**src/design/block_average_with_error_unit_macros.svh**
```systemverilog
`ifndef BLOCK_AVERAGE_WITH_ERROR_UNIT_MACROS_SVH
`define BLOCK_AVERAGE_WITH_ERROR_UNIT_MACROS_SVH
// Same-cycle implication, checked on every clock once out of reset
`define BAWE_ASSERT_NOW(lbl, ante, cons) \
    lbl: assert property (@(posedge aclk) disable iff (!aresetn) (ante) |-> (cons)) \
        else $error("bawe check failed");
// Next-cycle implication
`define BAWE_ASSERT_NEXT(lbl, ante, cons) \
    lbl: assert property (@(posedge aclk) disable iff (!aresetn) (ante) |=> (cons)) \
        else $error("bawe check failed");
`endif

```
**src/design/bawe_pkg.sv**
```systemverilog
package bawe_pkg;
    localparam int SAMPLE_BITS = 16;
    localparam int MAX_BLOCKS  = 1024;
    localparam int SUM_BITS    = 48;
    localparam int NUM_BITS    = SUM_BITS + 1;
    localparam int DEN_BITS    = 16;
    localparam int MUL_BITS    = 31;
    localparam int SQ_BITS     = 38;
    localparam int SQRT_STEPS  = 32;
    localparam int CNT_BITS    = 6;
    localparam logic [SAMPLE_BITS-1:0] HALF_SAMPLE = SAMPLE_BITS'(1) << (SAMPLE_BITS - 1);

    localparam logic [1:0] REG_BLOCK_LENGTH = 2'd0;
    localparam logic [1:0] REG_BLOCK_COUNT  = 2'd1;

    typedef enum logic [3:0] {
        ST_IDLE,
        ST_AVE_DIV,
        ST_AVE_SQ,
        ST_MEAN_DIV,
        ST_MSQ_DIV,
        ST_M2_SQ,
        ST_V_DIV,
        ST_SQRT,
        ST_OUT
    } state_t;
endpackage

```
**src/design/block_average_with_error_unit.sv**
```systemverilog
// Block averaging unit: mean and statistical error of (x-0.5)^2 over blocks.
// s_ channel: one sample per transaction (unsigned Q0.16). Samples are taken one
// per cycle while a block fills. The sample that closes a block starts the
// end-of-block sequence, which runs through one shared bit-serial divider, a
// shift-add squarer and a bit-pair square root. s_tready is low during that
// sequence and during the wait for the output register; the result appears
// as the sequence ends.
// m_ channel: one transaction per closed block; tlast marks the run's final
// block, after which all sums clear. The result waits in the output register
// while m_tready is low; a new block can fill meanwhile, and the next result
// is held back until that register frees.
// cfg port: write enable, index (0 block_length, 1 block_count), data.
// Reset (aresetn low, synchronous) restores block_length 1000, block_count
// 100, clears all sums and counts and empties the output.
module block_average_with_error_unit
    import bawe_pkg::*;
(
    input  logic        aclk,
    input  logic        aresetn,
    input  logic        cfg_wr_en,
    input  logic [1:0]  cfg_addr,
    input  logic [15:0] cfg_wr_data,
    input  logic        s_tvalid,
    output logic        s_tready,
    input  logic [15:0] s_tdata,   // [15:0] sample
    output logic        m_tvalid,
    input  logic        m_tready,
    output logic [71:0] m_tdata,   // [10:0] block_number, [41:11] running_mean,
                                   // [71:42] std_error
    output logic        m_tlast
);

    state_t state_reg, state_next;

    logic [15:0]          block_length_reg;
    logic [10:0]          block_count_reg;
    logic [SUM_BITS-1:0]  block_sum_reg, average_sum_reg, average_square_sum_reg;
    logic [15:0]          samples_seen_reg;
    logic [10:0]          blocks_done_reg, n_reg;
    logic [CNT_BITS-1:0]  step_cnt_reg;

    logic [NUM_BITS-1:0]  div_q_reg;
    logic [DEN_BITS-1:0]  div_rem_reg, div_den_reg;
    logic [2*MUL_BITS-1:0] mul_prod_reg;
    logic [MUL_BITS-1:0]  mul_cand_reg;
    logic [63:0]          sq_v_reg, sq_res_reg, sq_bit_reg;
    logic [MUL_BITS-1:0]  mean_reg;
    logic [NUM_BITS-1:0]  msq_reg;
    logic [29:0]          err_reg;

    logic                 m_tvalid_reg, m_tlast_reg;
    logic [71:0]          m_tdata_reg;

    // sample path
    logic [15:0]         dev;
    logic [31:0]         dev_sq;
    logic [SUM_BITS-1:0] block_sum_new;
    logic [15:0]         len_eff;
    logic [10:0]         cnt_eff;
    logic                block_close, accept;

    // serial units
    logic [16:0]         div_trial, div_diff;
    logic                div_ge;
    logic [NUM_BITS-1:0] div_q_final;
    logic [31:0]         mul_sum;
    logic [2*MUL_BITS-1:0] mul_prod_next;
    logic [2*MUL_BITS:0] mul_round;
    logic [SQ_BITS-1:0]  mul_sq;
    logic [63:0]         sq_trial;
    logic                sq_ge;
    logic                div_done, mul_done, sqrt_done, out_free;

    logic [NUM_BITS-1:0] var_val, v_clamped;
    logic [10:0]         n_minus1;
    logic                is_last;

    assign dev = (s_tdata >= HALF_SAMPLE) ? s_tdata - HALF_SAMPLE : HALF_SAMPLE - s_tdata;
    assign dev_sq = dev * dev;
    assign block_sum_new = block_sum_reg + SUM_BITS'(dev_sq);
    assign len_eff = (block_length_reg == 16'd0) ? 16'd1 : block_length_reg;
    always_comb begin
        if (block_count_reg == 11'd0) begin
            cnt_eff = 11'd1;
        end else if (block_count_reg > 11'(MAX_BLOCKS)) begin
            cnt_eff = 11'(MAX_BLOCKS);
        end else begin
            cnt_eff = block_count_reg;
        end
    end
    assign block_close = !(({1'b0, samples_seen_reg} + 17'd1) < {1'b0, len_eff});
    assign accept = s_tvalid && s_tready;

    assign div_trial   = {div_rem_reg, div_q_reg[NUM_BITS-1]};
    assign div_ge      = div_trial >= {1'b0, div_den_reg};
    assign div_diff    = div_ge ? div_trial - {1'b0, div_den_reg} : div_trial;
    assign div_q_final = {div_q_reg[NUM_BITS-2:0], div_ge};
    assign mul_sum     = {1'b0, mul_prod_reg[2*MUL_BITS-1:MUL_BITS]}
                       + (mul_prod_reg[0] ? {1'b0, mul_cand_reg} : 32'd0);
    assign mul_prod_next = {mul_sum, mul_prod_reg[MUL_BITS-1:1]};
    // round the product as its last step completes
    assign mul_round = {1'b0, mul_prod_next} + ((2*MUL_BITS+1)'(1) << 23);
    assign mul_sq    = mul_round[SQ_BITS+23:24];
    assign sq_trial  = sq_res_reg + sq_bit_reg;
    assign sq_ge     = sq_v_reg >= sq_trial;

    assign div_done  = step_cnt_reg == CNT_BITS'(NUM_BITS - 1);
    assign mul_done  = step_cnt_reg == CNT_BITS'(MUL_BITS - 1);
    assign sqrt_done = step_cnt_reg == CNT_BITS'(SQRT_STEPS - 1);
    assign out_free  = !m_tvalid_reg || m_tready;

    assign var_val   = (msq_reg > NUM_BITS'(mul_sq)) ? msq_reg - NUM_BITS'(mul_sq) : '0;
    assign v_clamped = (div_q_final > (NUM_BITS'(1) << 38)) ? (NUM_BITS'(1) << 38)
                                                            : div_q_final;
    assign n_minus1  = n_reg - 11'd1;
    assign is_last   = n_reg >= cnt_eff;

    always_comb begin
        state_next = state_reg;
        unique case (state_reg)
            ST_IDLE:     if (accept && block_close) state_next = ST_AVE_DIV;
            ST_AVE_DIV:  if (div_done) state_next = ST_AVE_SQ;
            ST_AVE_SQ:   if (mul_done) state_next = ST_MEAN_DIV;
            ST_MEAN_DIV: if (div_done) state_next = (n_reg == 11'd1) ? ST_OUT : ST_MSQ_DIV;
            ST_MSQ_DIV:  if (div_done) state_next = ST_M2_SQ;
            ST_M2_SQ:    if (mul_done) state_next = ST_V_DIV;
            ST_V_DIV:    if (div_done) state_next = ST_SQRT;
            ST_SQRT:     if (sqrt_done) state_next = ST_OUT;
            ST_OUT:      if (out_free) state_next = ST_IDLE;
            default:     state_next = ST_IDLE;
        endcase
    end

    always_comb begin
        s_tready = state_reg == ST_IDLE;
    end

    assign m_tvalid = m_tvalid_reg;
    assign m_tdata  = m_tdata_reg;
    assign m_tlast  = m_tlast_reg;

    always_ff @(posedge aclk) begin
        if (!aresetn) begin
            state_reg              <= ST_IDLE;
            block_length_reg       <= 16'd1000;
            block_count_reg        <= 11'd100;
            block_sum_reg          <= '0;
            samples_seen_reg       <= '0;
            blocks_done_reg        <= '0;
            average_sum_reg        <= '0;
            average_square_sum_reg <= '0;
            step_cnt_reg           <= '0;
            m_tvalid_reg           <= 1'b0;
        end else begin
            state_reg <= state_next;
            if (cfg_wr_en && cfg_addr == REG_BLOCK_LENGTH) block_length_reg <= cfg_wr_data;
            if (cfg_wr_en && cfg_addr == REG_BLOCK_COUNT) block_count_reg <= cfg_wr_data[10:0];
            if (state_reg == ST_OUT && out_free) begin
                m_tvalid_reg <= 1'b1;
            end else if (m_tready) begin
                m_tvalid_reg <= 1'b0;
            end
            // restart the step count whenever the sequence moves on
            step_cnt_reg <= (state_next != state_reg) ? '0 : step_cnt_reg + CNT_BITS'(1);
            unique case (state_reg)
                ST_IDLE: begin
                    if (accept) begin
                        if (block_close) begin
                            block_sum_reg    <= '0;
                            samples_seen_reg <= '0;
                        end else begin
                            block_sum_reg    <= block_sum_new;
                            samples_seen_reg <= samples_seen_reg + 16'd1;
                        end
                    end
                end
                ST_AVE_DIV: begin
                    if (div_done) begin
                        average_sum_reg <= average_sum_reg
                                         + SUM_BITS'(div_q_final[MUL_BITS-1:0]);
                    end
                end
                ST_AVE_SQ: begin
                    if (mul_done) begin
                        average_square_sum_reg <= average_square_sum_reg + SUM_BITS'(mul_sq);
                    end
                end
                ST_OUT: begin
                    if (out_free) begin
                        if (is_last) begin
                            blocks_done_reg        <= '0;
                            average_sum_reg        <= '0;
                            average_square_sum_reg <= '0;
                        end else begin
                            blocks_done_reg <= n_reg;
                        end
                    end
                end
                default: ;
            endcase
        end
    end

    // datapath of the serial units and operand loading between steps
    always_ff @(posedge aclk) begin
        unique case (state_reg)
            ST_IDLE: begin
                div_q_reg   <= NUM_BITS'(block_sum_new) + NUM_BITS'(len_eff >> 1);
                div_rem_reg <= '0;
                div_den_reg <= len_eff;
                n_reg       <= blocks_done_reg + 11'd1;
                err_reg     <= '0;
            end
            ST_AVE_DIV, ST_MEAN_DIV, ST_MSQ_DIV, ST_V_DIV: begin
                if (!div_done) begin
                    div_q_reg   <= div_q_final;
                    div_rem_reg <= div_diff[DEN_BITS-1:0];
                end else begin
                    div_rem_reg <= '0;
                    if (state_reg == ST_AVE_DIV) begin
                        mul_prod_reg <= {{MUL_BITS{1'b0}}, div_q_final[MUL_BITS-1:0]};
                        mul_cand_reg <= div_q_final[MUL_BITS-1:0];
                    end else if (state_reg == ST_MEAN_DIV) begin
                        mean_reg  <= div_q_final[MUL_BITS-1:0];
                        div_q_reg <= NUM_BITS'(average_square_sum_reg) + NUM_BITS'(n_reg >> 1);
                    end else if (state_reg == ST_MSQ_DIV) begin
                        msq_reg      <= div_q_final;
                        mul_prod_reg <= {{MUL_BITS{1'b0}}, mean_reg};
                        mul_cand_reg <= mean_reg;
                    end else begin
                        // the variance quotient feeds the root
                        sq_v_reg   <= 64'(v_clamped) << 24;
                        sq_res_reg <= '0;
                        sq_bit_reg <= 64'd1 << 62;
                    end
                end
            end
            ST_AVE_SQ, ST_M2_SQ: begin
                mul_prod_reg <= mul_prod_next;
                if (mul_done) begin
                    div_rem_reg <= '0;
                    if (state_reg == ST_AVE_SQ) begin
                        div_q_reg   <= NUM_BITS'(average_sum_reg) + NUM_BITS'(n_reg >> 1);
                        div_den_reg <= DEN_BITS'(n_reg);
                    end else begin
                        div_q_reg   <= var_val + NUM_BITS'(n_minus1 >> 1);
                        div_den_reg <= DEN_BITS'(n_minus1);
                    end
                end
            end
            ST_SQRT: begin
                if (sq_ge) begin
                    sq_v_reg   <= sq_v_reg - sq_trial;
                    sq_res_reg <= (sq_res_reg >> 1) + sq_bit_reg;
                end else begin
                    sq_res_reg <= sq_res_reg >> 1;
                end
                sq_bit_reg <= sq_bit_reg >> 2;
                if (sqrt_done) begin
                    if (sq_ge) begin
                        err_reg <= (((sq_res_reg >> 1) + sq_bit_reg) > 64'h3FFF_FFFF)
                                 ? 30'h3FFF_FFFF : sq_res_reg[30:1] + sq_bit_reg[29:0];
                    end else begin
                        err_reg <= ((sq_res_reg >> 1) > 64'h3FFF_FFFF)
                                 ? 30'h3FFF_FFFF : sq_res_reg[30:1];
                    end
                end
            end
            ST_OUT: begin
                if (out_free) begin
                    m_tdata_reg <= {err_reg, mean_reg, n_reg};
                    m_tlast_reg <= is_last;
                end
            end
            default: ;
        endcase
    end

    `include "block_average_with_error_unit_macros.svh"

    `BAWE_ASSERT_NOW(a_busy_blocks_input, state_reg != ST_IDLE, !s_tready)
    `BAWE_ASSERT_NEXT(a_held_result, m_tvalid && !m_tready, m_tvalid && $stable(m_tdata))
    `BAWE_ASSERT_NEXT(a_run_clears, m_tvalid && m_tready && m_tlast && state_reg != ST_OUT,
                      blocks_done_reg == 11'd0 || m_tvalid)
    `BAWE_ASSERT_NOW(a_block_number_nonzero, m_tvalid, m_tdata[10:0] != 11'd0)
endmodule

```
**config.mk**
```make
export PLATFORM = sky130hd
export DESIGN_NAME = block_average_with_error_unit
export DESIGN_NICKNAME = d
export VERILOG_FILES = /design/src/design/bawe_pkg.sv /design/src/design/block_average_with_error_unit.sv
export VERILOG_INCLUDE_DIRS = /design/src /design/src/design
export SDC_FILE = /design/constraint.sdc
export NUM_CORES = 2
export LEC_CHECK = 0
export BUFFER_PORTS_ARGS = -buffer_cell sky130_fd_sc_hd__buf_2
export CAP_MARGIN = 10
export CORE_AREA = 2 2 437 439
export DETAILED_ROUTE_END_ITERATION = 16
export DIE_AREA = 0 0 439 441
export GPL_TIMING_DRIVEN = 1
export SLEW_MARGIN = 20
export SYNTH_ARGS = -nofsm -noshare
export SYNTH_HDL_FRONTEND = slang
export SYNTH_SLANG_ARGS = --single-unit
export TNS_END_PERCENT = 5
```
**constraint.sdc**
```tcl
create_clock -name aclk -period 18.9 [get_ports aclk]
set_clock_uncertainty 0.1 [all_clocks]
set_input_delay 3.78 -clock aclk [delete_from_list [all_inputs] [get_ports aclk]]
set_output_delay 3.78 -clock aclk [all_outputs]
set_load 0.03 [all_outputs]
```
==> reports/metrics.csv <==
metric,value,unit
fmax,71.4,MHz
"Slew Viols, Final",0,
Slew headroom,22.5,%
async set-or-reset flop fraction in the synthesized netlist,0,%
Worst path most repeated cell,fa_1,
crit path time final,14.01,ns
Worst setup EP type,flip-flop,
initial antenna violation count,19,
switch share,51.6,%
postcts setup bufs,0,
synth unique cells,104,
# DRC,0,
Total Neg Setup Slack,0,ns
share of cells above drive strength 1,6.88,%
worst-case clock buffer depth,3,
max incr delay on CP,0.70,ns
Post-Syn Area per Cell,8.86,µm²
clock sinks,737,
Clk pwr share,13.3,%
Worst Setup Start Kind,input port,
Layout Nets,7733,
Root Buffer,clkbuf_16,
Arrival @ worst endpoint,14.33,ns
area grow syn2layout,10.4,%
critical path class,input port to flip-flop,
chip width,439,µm
initial DRC count,5106,
Post-synth EDFFs,528,
part of the cycle the worst path needs,74.1,%
Critical-path top delay cell,xnor2_1,
IO Pins,114,
cts bufs inserted,86,
Post-CTS Resized,0,
Post-Synthesis Cells,7013,
vias,53200,
Tot Pwr,0.0135,W
status,"complete, no violations",
main flop type after synthesis,edfxtp_1,
vias in the first global route,50900,
Overflow after GRT,0,
Placed Cells incl. Taps,9444,
first-pass GRT wire length,305000,µm
Sw Pwr,0.00697,W
I/O Buffers,113,
yosys warns,0,
sequential fraction of design power,15.6,%
Final Hold Fails,0,
num rows,160,
non-filler instance count after layout,9614,
DP HPWL,151000,µm
sequential element share of the synthesized area,32.2,%
area of the mapped netlist,62100,µm²
HP Class,flip-flop to flip-flop,
Pint,0.00655,W
WHS,0.318,ns
power per cell area,197,nW/µm²
Logic pwr share,71.1,%
worst-path maximum fanout,12,
WL final,200000,µm
Avg WL per Cell,20.8,µm
Leak,27.6,nW
CTS tree,built,
worst slew pin tran,1.16,ns
H-tree Lvls,3,
CTS clock-pin slew for the worst setup and hold paths,0.06,ns
max reg flops,72,
max_cap viols,0,
unrepaired setup endpoints after global routing,false,
core footprint,189000,µm²
critical path required time,19.22,ns
number of vias per cell,5.54,
most frequent cells in the layout,"nand2_1, nor2_1, edfxtp_1",
final number of setup-violating endpoints,0,
gp weighted congestion,0.937,
drt pass-1 iters,6,
DRT antenna net count,0,
Clock Latency Late Sink,0.73,ns
"most common cell after layout, fill and taps aside",nand2_1,
total die area,194000,µm²
#FFs+latches synth,737,
largest net degree at the start of global routing,83,
Starting Density,32.8,%
Die Ht,441,µm
Max VDD drop,655,µV
GR Util All Layers,20.1,%
Hold Buf Count CTS,0,
[power groups by stage]
| stage | Sequential, W | Combinational (W) | Clock [W] |
|---|---|---|---|
| after floorplan | 0.00215 | 0.00652 | 0 |
| after global routing | 0.00211 | 0.0104 | 0.00189 |
| after global placement | 0.00214 | 0.00929 | 0 |
| after CTS | 0.00211 | 0.00948 | 0.00184 |
| after detailed placement | 0.00214 | 0.00942 | 0 |
| final | 0.00211 | 0.00961 | 0.00180 |
[stage by stage]
| stage | worst slack [ns] | instance area (µm²) | util, % |
|---|---|---|---|
| detailed placement | 4.24 | 65600 | 34.7 |
| finish | 4.89 | 68600 | 36.3 |
| global route | 4.20 | 68600 | 36.3 |
| global placement | 4.66 | 65600 | 34.7 |
| CTS | 4.98 | 68600 | 36.3 |
| floorplan | 5.76 | 62200 | - |
[cell families after synthesis]
family | synth area share, %
and+or+nand+nor | 18.6
AOI/OAI and AO/OA | 18.1
buffers and inverters | 4.80
DFF | 32.2
adders and majority gates | 16.1
xor gates and xnor gates | 9.00
muxes | 1.15
other | 0.0121
[synth_stat cells (33+ instances only)]
cell / n / area [µm²]
nor2b_1: 66 / 413
nor4_1: 63 / 394
clkbuf_1: 266 / 998
o21bai_1: 61 / 458
mux2i_1: 34 / 340
o211ai_1: 46 / 345
a22o_1: 36 / 315
o21ai_0: 315 / 1580
edfxtp_1: 528 / 15900
and4_1: 41 / 359
a211oi_1: 90 / 676
nand2b_1: 43 / 269
a21oi_1: 456 / 2280
mux2_2: 33 / 372
xor2_1: 289 / 2530
nand2_1: 682 / 2560
a31oi_1: 91 / 569
nor3_1: 135 / 676
and2_1: 132 / 826
and3_1: 88 / 551
inv_1: 492 / 1850
ha_1: 466 / 5830
a21o_1: 182 / 1370
xnor2_1: 343 / 3000
nand4_1: 103 / 644
a22oi_1: 56 / 420
nor2_1: 633 / 2380
o21a_1: 53 / 398
nand3_1: 230 / 1150
dfxtp_1: 209 / 4180
fa_1: 207 / 4140
or3_1: 44 / 275
[routing by layer]
| layer | share of wire (%) | routed length, µm | vias to the layer above | GRT usage [%] |
|---|---|---|---|---|
| li1 | - | - | 25200 | - |
| met1 | 46 | 91400 | 25800 | 28.4 |
| met2 | 43 | 86200 | 1896 | 31.0 |
| met3 | 7.3 | 14600 | 306 | 2.79 |
| met4 | 3.7 | 7460 | 6 | 7.23 |
| met5 | 0.023 | 46 | - | 0 |
[path summary, 6_finish.rpt]
| kind | startpoint | endpoint | slack [ns] | cells after the start |
|---|---|---|---|---|
| worst max-delay path | s_tdata[0] | div_q_reg[47]$_DFFE_PP_ | 4.89 | 33 |
| worst min-delay path | err_reg[15]$_SDFFCE_PN0P_ | m_tdata[57]$_DFFE_PP_ | 0.32 | 0 |
| worst max register to register | mul_prod_reg[0]$_DFFE_PP_ | div_q_reg[48]$_DFFE_PP_ | 6.66 | 34 |
| worst min register to register | err_reg[15]$_SDFFCE_PN0P_ | m_tdata[57]$_DFFE_PP_ | 0.32 | 0 |
[final cells by class]
cell class / instances / area, µm²
multi-input cells: 5495 / 39300
diodes: 8 / 20.0
clock buffers: 103 / 2270
flip-flops and latches: 737 / 20000
well taps: 2511 / 3140
inverters: 502 / 1890
clock inverters: 59 / 738
fillers: 19200 / 121000
repair buffers: 199 / 1210
[critical path, delay by kind of cell]
kind / cells / cell delay (ns)
AOI/OAI and AO/OA: 5 / 1.84
xor gates and xnor gates: 2 / 0.88
adders and majority gates: 9 / 3.52
buffers and inverters: 7 / 1.27
muxes: 1 / 0.24
and+or+nand+nor: 9 / 2.80
Note: power is estimated with default switching activity, not from simulation.
